<file path="src/design/ffva_pkg.sv">
// Shared widths, reset values, register indexes and types for the allocator.
package ffva_pkg;

  localparam int PROC_W    = 8;
  localparam int MEM_W     = 16;
  localparam int STOR_W    = 20;
  localparam int IDX_OUT_W = 6;

  localparam int NODE_COUNT_DEF = 8;

  localparam logic [PROC_W-1:0] RST_CAP_PROC = PROC_W'(24);
  localparam logic [MEM_W-1:0]  RST_CAP_MEM  = MEM_W'(128);
  localparam logic [STOR_W-1:0] RST_CAP_STOR = STOR_W'(3200);

  // APB register map: register i at byte address 4*i
  localparam int APB_ADDR_W = 4;
  localparam int APB_DATA_W = 32;
  localparam int REG_IDX_W  = 2;
  localparam logic [REG_IDX_W-1:0] REG_PROC_CAP = 2'd0;
  localparam logic [REG_IDX_W-1:0] REG_MEM_CAP  = 2'd1;
  localparam logic [REG_IDX_W-1:0] REG_STOR_CAP = 2'd2;

  // input action codes
  localparam logic ACT_ALLOC   = 1'b0;
  localparam logic ACT_RESTORE = 1'b1;

  typedef struct packed {
    logic [PROC_W-1:0] proc;
    logic [MEM_W-1:0]  mem;
    logic [STOR_W-1:0] stor;
  } entry_t;

  typedef struct packed {
    logic rd_en;
    logic wr_en;
    logic restore;
  } pool_cmd_t;

endpackage

</file>
<file path="src/design/first_fit_vm_node_allocator_unit.sv">
// Top level of the first-fit node allocator: config registers, sequencer, pool.
//
//   channel  direction  handshake              payload
//   in       sink       in_valid / in_stall    action, need_proc, need_mem, need_storage
//   out      source     out_valid / out_stall  granted, node_index, left_proc/mem/storage
//   cfg      APB slave  psel/penable/pready    paddr, pwdata, prdata (capacity registers)
//
// An allocate transaction scans the pool first-fit after acceptance, with one pool read
// per node until a node fits or the last node misses; the charged node is written back in
// the cycle its fit is found. A restore goes from acceptance straight to the result state.
// Reset (rst_n low, synchronous) clears the pool to the reset capacities via valid bits;
// no clearing pass is needed. A stalled result holds; the next transaction is accepted
// as soon as the previous result sits in the output register.
module first_fit_vm_node_allocator_unit #(
  parameter int NODE_COUNT = ffva_pkg::NODE_COUNT_DEF
) (
  input  logic                           clk,
  input  logic                           rst_n,
  // request channel
  input  logic                           in_valid,
  output logic                           in_stall,
  input  logic                           in_action,
  input  logic [ffva_pkg::PROC_W-1:0]    in_need_proc,
  input  logic [ffva_pkg::MEM_W-1:0]     in_need_mem,
  input  logic [ffva_pkg::STOR_W-1:0]    in_need_storage,
  // result channel
  output logic                           out_valid,
  input  logic                           out_stall,
  output logic                           out_granted,
  output logic [ffva_pkg::IDX_OUT_W-1:0] out_node_index,
  output logic [ffva_pkg::PROC_W-1:0]    out_left_proc,
  output logic [ffva_pkg::MEM_W-1:0]     out_left_mem,
  output logic [ffva_pkg::STOR_W-1:0]    out_left_storage,
  // APB configuration port
  input  logic                           psel,
  input  logic                           penable,
  input  logic                           pwrite,
  input  logic [ffva_pkg::APB_ADDR_W-1:0] paddr,
  input  logic [ffva_pkg::APB_DATA_W-1:0] pwdata,
  output logic [ffva_pkg::APB_DATA_W-1:0] prdata,
  output logic                           pready
);
  import ffva_pkg::*;

  localparam int IDX_W = (NODE_COUNT > 1) ? $clog2(NODE_COUNT) : 1;

  logic [PROC_W-1:0]    cap_proc_r;
  logic [MEM_W-1:0]     cap_mem_r;
  logic [STOR_W-1:0]    cap_stor_r;
  logic                 apb_wr;
  logic [REG_IDX_W-1:0] reg_idx;
  pool_cmd_t            pool_cmd;
  logic [IDX_W-1:0]     pool_addr;
  entry_t               pool_wr_data;
  entry_t               pool_rd_data;
  entry_t               cap_entry;

  // --- capacity registers: only take effect at the next restore ---
  assign pready  = 1'b1;
  assign apb_wr  = psel & penable & pwrite & pready;
  assign reg_idx = paddr[APB_ADDR_W-1:2];

  always_ff @(posedge clk) begin
    if (!rst_n) begin
      cap_proc_r <= RST_CAP_PROC;
      cap_mem_r  <= RST_CAP_MEM;
      cap_stor_r <= RST_CAP_STOR;
    end else if (apb_wr) begin
      unique case (reg_idx)
        REG_PROC_CAP: cap_proc_r <= pwdata[PROC_W-1:0];
        REG_MEM_CAP:  cap_mem_r  <= pwdata[MEM_W-1:0];
        REG_STOR_CAP: cap_stor_r <= pwdata[STOR_W-1:0];
        default: ;   // unmapped: dropped
      endcase
    end
  end

  always_comb begin
    unique case (reg_idx)
      REG_PROC_CAP: prdata = APB_DATA_W'(cap_proc_r);
      REG_MEM_CAP:  prdata = APB_DATA_W'(cap_mem_r);
      REG_STOR_CAP: prdata = APB_DATA_W'(cap_stor_r);
      default:      prdata = '0;
    endcase
  end

  assign cap_entry = '{proc: cap_proc_r, mem: cap_mem_r, stor: cap_stor_r};

  // --- scan sequencer and result register ---
  ffva_ctrl #(
    .NODE_COUNT (NODE_COUNT),
    .IDX_W      (IDX_W)
  ) u_ctrl (
    .clk              (clk),
    .rst_n            (rst_n),
    .in_valid         (in_valid),
    .in_stall         (in_stall),
    .in_action        (in_action),
    .in_need_proc     (in_need_proc),
    .in_need_mem      (in_need_mem),
    .in_need_storage  (in_need_storage),
    .out_valid        (out_valid),
    .out_stall        (out_stall),
    .out_granted      (out_granted),
    .out_node_index   (out_node_index),
    .out_left_proc    (out_left_proc),
    .out_left_mem     (out_left_mem),
    .out_left_storage (out_left_storage),
    .pool_cmd         (pool_cmd),
    .pool_addr        (pool_addr),
    .pool_wr_data     (pool_wr_data),
    .pool_rd_data     (pool_rd_data)
  );

  // --- node pool memory (registered read) ---
  ffva_pool #(
    .NODE_COUNT (NODE_COUNT),
    .IDX_W      (IDX_W)
  ) u_pool (
    .clk       (clk),
    .rst_n     (rst_n),
    .cmd       (pool_cmd),
    .addr      (pool_addr),
    .wr_data   (pool_wr_data),
    .fill_data (cap_entry),
    .rd_data   (pool_rd_data)
  );

endmodule

</file>
<file path="src/design/ffva_pool.sv">
// Node pool memory: one entry per node, valid bits, restore fill value.
module ffva_pool #(
  parameter int NODE_COUNT = ffva_pkg::NODE_COUNT_DEF,
  parameter int IDX_W      = 3
) (
  input  logic               clk,
  input  logic               rst_n,
  input  ffva_pkg::pool_cmd_t cmd,
  input  logic [IDX_W-1:0]   addr,
  input  ffva_pkg::entry_t   wr_data,
  input  ffva_pkg::entry_t   fill_data,
  output ffva_pkg::entry_t   rd_data
);
  import ffva_pkg::*;

  entry_t                  pool_mem [NODE_COUNT];
  logic [NODE_COUNT-1:0]   valid_r;
  entry_t                  fill_r;
  entry_t                  rd_q_r;
  logic                    rd_hit_r;

  // storage array, no reset
  always_ff @(posedge clk) begin
    if (cmd.wr_en) begin
      pool_mem[addr] <= wr_data;
    end
    if (cmd.rd_en) begin
      rd_q_r <= pool_mem[addr];
    end
  end

  // written-since-restore flags and the value that unwritten entries read as
  always_ff @(posedge clk) begin
    if (!rst_n) begin
      valid_r  <= '0;
      rd_hit_r <= 1'b0;
      fill_r   <= '{proc: RST_CAP_PROC, mem: RST_CAP_MEM, stor: RST_CAP_STOR};
    end else begin
      if (cmd.restore) begin
        valid_r <= '0;
        fill_r  <= fill_data;
      end else if (cmd.wr_en) begin
        valid_r[addr] <= 1'b1;
      end
      if (cmd.rd_en) begin
        rd_hit_r <= valid_r[addr];
      end
    end
  end

  assign rd_data = rd_hit_r ? rd_q_r : fill_r;

endmodule

</file>
<file path="src/design/ffva_ctrl.sv">
// Request sequencer: first-fit scan over the pool, write-back, result register.
module ffva_ctrl #(
  parameter int NODE_COUNT = ffva_pkg::NODE_COUNT_DEF,
  parameter int IDX_W      = 3
) (
  input  logic                         clk,
  input  logic                         rst_n,
  input  logic                         in_valid,
  output logic                         in_stall,
  input  logic                         in_action,
  input  logic [ffva_pkg::PROC_W-1:0]  in_need_proc,
  input  logic [ffva_pkg::MEM_W-1:0]   in_need_mem,
  input  logic [ffva_pkg::STOR_W-1:0]  in_need_storage,
  output logic                         out_valid,
  input  logic                         out_stall,
  output logic                         out_granted,
  output logic [ffva_pkg::IDX_OUT_W-1:0] out_node_index,
  output logic [ffva_pkg::PROC_W-1:0]  out_left_proc,
  output logic [ffva_pkg::MEM_W-1:0]   out_left_mem,
  output logic [ffva_pkg::STOR_W-1:0]  out_left_storage,
  output ffva_pkg::pool_cmd_t          pool_cmd,
  output logic [IDX_W-1:0]             pool_addr,
  output ffva_pkg::entry_t             pool_wr_data,
  input  ffva_pkg::entry_t             pool_rd_data
);
  import ffva_pkg::*;

  localparam logic [1:0] ST_IDLE = 2'd0;
  localparam logic [1:0] ST_SCAN = 2'd1;
  localparam logic [1:0] ST_FIN  = 2'd2;

  localparam logic [IDX_W-1:0] LAST_IDX = IDX_W'(NODE_COUNT - 1);

  logic [1:0]           state_r, state_nxt;
  logic [IDX_W-1:0]     idx_r, idx_nxt;
  entry_t               need_r, need_nxt;
  logic                 res_grant_r, res_grant_nxt;
  logic [IDX_OUT_W-1:0] res_idx_r, res_idx_nxt;
  entry_t               res_left_r, res_left_nxt;
  logic                 out_valid_r, out_valid_nxt;
  logic                 out_load;
  logic                 out_granted_r;
  logic [IDX_OUT_W-1:0] out_idx_r;
  entry_t               out_left_r;
  logic                 fit;
  entry_t               charged;

  assign fit = (pool_rd_data.proc >= need_r.proc) && (pool_rd_data.mem >= need_r.mem) &&
               (pool_rd_data.stor >= need_r.stor);

  assign charged.proc = pool_rd_data.proc - need_r.proc;
  assign charged.mem  = pool_rd_data.mem - need_r.mem;
  assign charged.stor = pool_rd_data.stor - need_r.stor;

  assign in_stall     = (state_r != ST_IDLE);
  assign pool_wr_data = charged;

  always_comb begin
    state_nxt     = state_r;
    idx_nxt       = idx_r;
    need_nxt      = need_r;
    res_grant_nxt = res_grant_r;
    res_idx_nxt   = res_idx_r;
    res_left_nxt  = res_left_r;
    out_valid_nxt = out_valid_r & out_stall;
    out_load      = 1'b0;
    pool_cmd      = '0;
    pool_addr     = '0;
    unique case (state_r)
      ST_IDLE: begin
        if (in_valid) begin
          need_nxt      = '{proc: in_need_proc, mem: in_need_mem, stor: in_need_storage};
          res_grant_nxt = 1'b0;
          res_idx_nxt   = '0;
          res_left_nxt  = '0;
          if (in_action == ACT_RESTORE) begin
            pool_cmd.restore = 1'b1;
            state_nxt        = ST_FIN;
          end else begin
            pool_cmd.rd_en = 1'b1;
            idx_nxt        = '0;
            state_nxt      = ST_SCAN;
          end
        end
      end
      ST_SCAN: begin
        // read data for idx_r is present; on a miss short of the last entry the next read goes out
        if (fit) begin
          pool_cmd.wr_en = 1'b1;
          pool_addr      = idx_r;
          res_grant_nxt  = 1'b1;
          res_idx_nxt    = IDX_OUT_W'(idx_r);
          res_left_nxt   = charged;
          state_nxt      = ST_FIN;
        end else if (idx_r == LAST_IDX) begin
          state_nxt = ST_FIN;
        end else begin
          pool_cmd.rd_en = 1'b1;
          pool_addr      = idx_r + 1'b1;
          idx_nxt        = idx_r + 1'b1;
        end
      end
      ST_FIN: begin
        if (!out_valid_r || !out_stall) begin
          out_load      = 1'b1;
          out_valid_nxt = 1'b1;
          state_nxt     = ST_IDLE;
        end
      end
      default: begin
        state_nxt = ST_IDLE;
      end
    endcase
  end

  always_ff @(posedge clk) begin
    if (!rst_n) begin
      state_r     <= ST_IDLE;
      out_valid_r <= 1'b0;
    end else begin
      state_r     <= state_nxt;
      out_valid_r <= out_valid_nxt;
    end
  end

  always_ff @(posedge clk) begin
    idx_r       <= idx_nxt;
    need_r      <= need_nxt;
    res_grant_r <= res_grant_nxt;
    res_idx_r   <= res_idx_nxt;
    res_left_r  <= res_left_nxt;
    if (out_load) begin
      out_granted_r <= res_grant_r;
      out_idx_r     <= res_idx_r;
      out_left_r    <= res_left_r;
    end
  end

  assign out_valid        = out_valid_r;
  assign out_granted      = out_granted_r;
  assign out_node_index   = out_idx_r;
  assign out_left_proc    = out_left_r.proc;
  assign out_left_mem     = out_left_r.mem;
  assign out_left_storage = out_left_r.stor;

endmodule

</file>
<file path="config.mk">
export PLATFORM = sky130hd
export DESIGN_NAME = first_fit_vm_node_allocator_unit
export DESIGN_NICKNAME = d
export VERILOG_FILES = /design/src/design/ffva_pkg.sv /design/src/design/first_fit_vm_node_allocator_unit.sv /design/src/design/ffva_pool.sv /design/src/design/ffva_ctrl.sv
export SDC_FILE = /design/constraint.sdc
export NUM_CORES = 1
export LEC_CHECK = 0
export ABC_AREA = 1
export BUFFER_PORTS_ARGS = -buffer_cell sky130_fd_sc_hd__buf_2
export CAP_MARGIN = 0
export CORE_MARGIN = 1.5
export CORE_UTILIZATION = 30
export DETAILED_ROUTE_END_ITERATION = 7
export GPL_ROUTABILITY_DRIVEN = 0
export GPL_TIMING_DRIVEN = 0
export PLACE_DENSITY = 0.47
export SLEW_MARGIN = 20
export SYNTH_ARGS = -nofsm -noshare
export SYNTH_HDL_FRONTEND = slang
export SYNTH_HIERARCHICAL = 1
export SYNTH_SLANG_ARGS = --single-unit
</file>
<file path="constraint.sdc">
create_clock -name clk -period 5.6 [get_ports clk]
set_input_delay 0.56 -clock clk [delete_from_list [all_inputs] [get_ports clk]]
set_output_delay 0.56 -clock clk [all_outputs]
set_load 0.03 [all_outputs]
</file>
Yosys cells after proc, flatten, opt, wreduce, memory -nomap -nowiden
Memories as Yosys holds them, arrays and structs flattened. A register that Yosys moved wholly into a read port is not among the register bits. Index checks and enable logic that the tools add are counted.

Register bits: 249. Bits in latches: 0. RAM bits: 352. ROM bits: 0. Input bits: 88. Output and inout bits: 86. Logic and storage cells: 114. Memories: 1.

Add/subtract/negate cells: 4. $mul: 0. Divide/modulo/power cells: 0. Order comparisons: 5. Equal/unequal tests: 12. Shifts and indexed selects: 0. Muxes and demuxes: 45. Bitwise operators: 5. Reductions and logical operators: 18.

Memories: u_pool.pool_mem (words 8, width 44, read ports 1, clocked after Yosys merged registers in 1, write ports 1, RTL line ffva_pool.sv:16) `entry_t pool_mem [NODE_COUNT];`.

Operator list (count): 44-bit 2-to-1 mux (3); 44-bit case mux with 2 select lines (1); 20-bit case mux with 3 select lines (1); 3-bit 2-to-1 mux (7); 20-bit greater-or-equal comparator (1); 20-bit subtractor (1); 1-bit 2-to-1 mux (19); 16-bit greater-or-equal comparator (1); 16-bit subtractor (1); 6-bit 2-to-1 mux (2); 6-bit case mux with 2 select lines (1); 2-bit 2-to-1 mux (5); 8-bit greater-or-equal comparator (1); 2-bit != test, second input constant (4); 8-bit OR (1); 2-bit AND reduction (4); 8-bit subtractor (1); 2-bit case mux with 3 select lines (1); 3-bit case mux with 2 select lines (1); 3-bit AND reduction (2); 5-bit AND reduction (1); 2-bit by 1-bit == test with 1-bit output, second input constant (2); 2-bit == test, second input constant (2); 2-bit zero test (2); other kinds (16) (24).

Longest topological paths before layout
Depth in word-level cells: 11. Mapped depth: 26. Mapped depth without buffers: 22.

Modules after synthesis
The synthesis kept the hierarchy.

By module, submodules not included: ffva_pool (instances 1, cells an instance 1537, area each 17633.2 µm²); ffva_ctrl (instances 1, cells an instance 688, area each 7340.8 µm²); first_fit_vm_node_allocator_unit (instances 1, cells an instance 349, area each 2214.6 µm²).

Least setup slack after synthesis
No wires, ideal clock.

Path kind: register -> register. Start: reg u_pool.rd_hit_r. End: reg u_ctrl.res_grant_r, enable pin. Setup time: 520 ps. Data arrival time: 5722 ps. Slack: -642 ps. Cell stages (with the launch flop): 15. Path through: dfxtp_1 > clkbuf_1 > clkbuf_1 > buf_2 > nand2_1 > o21ai_0 > inv_1 > ha_1 > fa_1 > or2_1 > nand2_1 > o21ai_1 > nand3_1 > nand3_4 > o21ai_0.

RTL lines: from (decl) (RTL line ffva_pool.sv:20) `logic rd_hit_r;`; from (signal assigned) (RTL line ffva_pool.sv:46) `rd_hit_r <= valid_r[addr];`; to (signal assigned) (RTL line ffva_ctrl.sv:129) `res_grant_r <= res_grant_nxt;`; to (decl) (RTL line ffva_ctrl.sv:37) `logic res_grant_r, res_grant_nxt;`.

==> impl_results.md <==
* Clock Sinks at around 640
* Tcrit/Tclk final at about 95%
* Status: complete, no violations
* Startpoint Class: flop
* Peak VDD IR at ~0.19 mV
* Layout Nets at around 3000
* GRT Util Overall at roughly 18%
* Post-DRT Antenna Nets at 0
* Die Ht at around 300 um
* # rows at between 100 and 150
* Critical path endpoint category: flop
* Post-synth EDFFs at 539
* Global-route wire length before repair at 121 mm
* Logic pwr share at 14.4%
* Register area share after synthesis at between 60% and 70%
* Reg-to-Reg End: u_pool/pool_mem[6][22]
* Setup violators final at 0
* Fraction of synthesis flops using an asynchronous set or reset pin at 0%
* Setup tns final at 0 ns
* CTS H-tree lvls at 3
* Syn_area_per_cell at 10.6 sq um
* Critical path arrival at 5.60 ns
* Commonest non-fill, non-tap cell in the layout: edfxtp_1
* DR pass1 iterations at 5
* Clock Power Share at a little under two fifths
* Layout Skew at 0.0185 ns
* Starting Density at between 30% and 40%
* Congestion Overflow GR at 0
* RSZ-0062 raised after global routing: no
* Critical Path Fanout Max at 27
* Post-Syn Instances at approximately 2600
* Pleak at 12.8 nW
* Sw Ratio at around 27%
* TritonCTS clock tree: built
* Detail Placement HPWL at 60.8 mm
* Synth warn at 6
* NetSw at around 3.1 mW
* Area Overhead vs Synth at 17.9%
* Routed wire length at approximately 83 mm
* Worst hold start: in_need_mem[5]
* Routed wire length per instance at between 20 and 25 um
* Worst Hold Class: in2reg
* Die W at 304 um
* Cts bufs inserted at slightly below 70
* Vias in the first global route at between 15000 and 20000
* FF+latch count, synth at approximately 640
* Distinct cells, synth at 44
* Via count at ~19000
* I/O pin cnt at between 150 and 200
* Worst EP required at around 5.9 ns
* Hold Path End: u_ctrl/need_r[25]
* Core area at 89900 sq um
* Initial antenna violation count at 4
* Largest net degree at the start of global routing at 44
* Fin crit period at 5.32 ns
* Core Util, Final at about 36%
* Root Buffer: clkbuf_16
* Drc violations at 0
* Fmax at around 0.19 GHz
* Maxcap violations at 0
* PD cells at roughly 360 nW/um^2
* Slew Limit Fails at 0
* Worst Reg-to-Reg Cells at 19
* Die ar. at between 90000 and 100000 sq um
* Dominant synthesized flop cell: edfxtp_1
* Vias/cell at 4.65
* Clock transition at path regs at roughly 0.060 ns
* Fin Hold WS at 0.140 ns
* Final Hold Fails at 0
* Initial DRC Count at about 1200
* Highest-count cells in the layout ignoring fill and taps: edfxtp_1 (539), nand2_1 (489), inv_1 (324)
* Post-Syn Area at 27200 sq um
* Crit Path Class: reg2reg
* Share of cells above drive strength 1 at between 10% and 20%
* Reg-to-Reg Start: u_pool/rd_hit_r
* Maximum clock path buffer count at 3
* R2R setup slack at 0.28 ns
* Pint at about 8.5 mW
* Worst slew pin tran at 1.07 ns
* Relative slew slack at between 20% and 30%
* Reg power frac at between 40% and 50%
* Port bufs at between 100 and 150
* Hold Path Cell Cnt at 1
* Clk_lat worst skew at approximately 0.6 ns
## how the worst max path moves through the flow
| stage | start | endpoint | slack (ns) | depth (start not counted) |
|---|---|---|---|---|
| 4_1_cts | u_pool/rd_hit_r | u_pool/pool_mem[6][23] | 0.02 | 19 |
| 5_1_grt | u_pool/rd_hit_r | u_pool/pool_mem[6][27] | 0.03 | 20 |
| 2_1_floorplan | u_pool/rd_hit_r | u_pool/pool_mem[7][0] | 0.28 | 20 |
| 3_3_place_gp | u_pool/rd_hit_r | u_pool/pool_mem[7][28] | -3.31 | 19 |
| 3_5_place_dp | u_pool/rd_hit_r | u_pool/pool_mem[6][15] | -0.30 | 22 |
| 6_report | u_pool/rd_hit_r | u_pool/pool_mem[6][22] | 0.28 | 19 |
## cell families after synthesis
logic type               after synthesis  share of synthesized area (%)
AO/OA/AOI/OAI                        379                           7.25
XOR/XNOR                              32                           1.03
adder cells (fa/ha/maj)               49                           2.34
buffers and inverters                457                           6.97
flip-flops                           639                           66.9
other                                  3                         0.0414
AND/OR/NAND/NOR                     1015                           15.5
## registers in the layout (all words and copies together) (netlist names), 8 cells and up
signal	cells
u_pool/valid_r	8
cap_mem_r	16
cap_proc_r	8
cap_stor_r	20
u_ctrl/out_left_proc	8
u_pool/pool_mem	352
u_ctrl/res_left_r	44
u_pool/rd_q_r	44
u_pool/fill_r	44
u_ctrl/need_r	44
u_ctrl/out_left_storage	20
u_ctrl/out_left_mem	16
## power by group through the flow
stage          logic [mW]  registers (mW)  clock network [mW]
4_1_cts              1.69            5.69                4.44
2_1_floorplan       0.945            5.79                   0
5_1_grt              1.84            5.70                4.62
6_report             1.68            5.69                4.33
3_5_place_dp         1.69            5.78                   0
3_3_place_gp         1.62            5.80                   0
## what timing repair did
item                       4_1_cts  5_1_grt
hold endpoints to repair         0        0
hold buffers                     0        0
setup endpoints to repair      184      101
cloned                           0        0
gates resized for setup          3        2
pin swaps                        0        1
buffers inserted                 0        1
## cells in the mapped netlist (all sizes together), types with 4 or more instances
cell	instances	share of area (%)
a21oi	142	2.7
buf	72	1.7
clkbuf	45	0.62
dfxtp	100	7.4
edfxtp	539	60
ha	46	2.1
inv	340	4.7
nand2	498	7.0
nand3	142	2.7
nand3b	4	0.11
nand4	4	0.092
nor2	332	4.8
nor3	4	0.074
nor4	4	0.15
o21ai	222	4.1
o21bai	4	0.12
or2	25	0.58
xnor2	12	0.39
xor2	20	0.64
## metal layers
metal  global-route usage (%)  share of wire, %  vias up
met3                     2.33               4.7      123
met2                     31.0                50      493
met1                     22.4                43     9205
li1                         -                 -     9002
met4                     6.00               2.7        6
met5                        0             0.041        -
## area by class of cell
class / count / area [sq um]
tap: 1176 / 1470
antenna: 1 / 2.50
clock inverter: 29 / 203
fill: 9032 / 57800
multi-input combinational: 1491 / 7200
clock buffer: 94 / 1920
timing repair buffer: 162 / 1160
inverter: 340 / 1290
buffer: 116 / 619
sequential: 639 / 18200
## worst max-delay path, stage by stage, from the launching register on
cell and delay, ns:
dfxtp_2 0.39, clkbuf_1 0.34, o21ai_0 0.43, inv_1 0.12, fa_1 0.45, nand3b_1 0.18
nand2_1 0.15, nand2_1 0.08, nand2_2 0.13, nand2_1 0.06, nand3_1 0.24, nand3_4 0.20
nor2_2 0.26, o22a_2 0.31, nand2_1 0.20, inv_1 0.30, buf_2 0.36, nand2_1 0.17
inv_4 0.30, buf_12 0.26
## metrics by stage
stage	area, sq um	std cells	setup slack, ns	total power, mW
2_1_floorplan	27200	2587	0.275	6.74
6_report	32100	4048	0.280	11.7
3_3_place_gp	29400	3906	-3.31	7.41
4_1_cts	32000	4046	0.0187	11.8
5_1_grt	32100	4047	0.0343	12.2
3_5_place_dp	29900	3924	-0.300	7.47
Power figures use the tool's default switching activity.
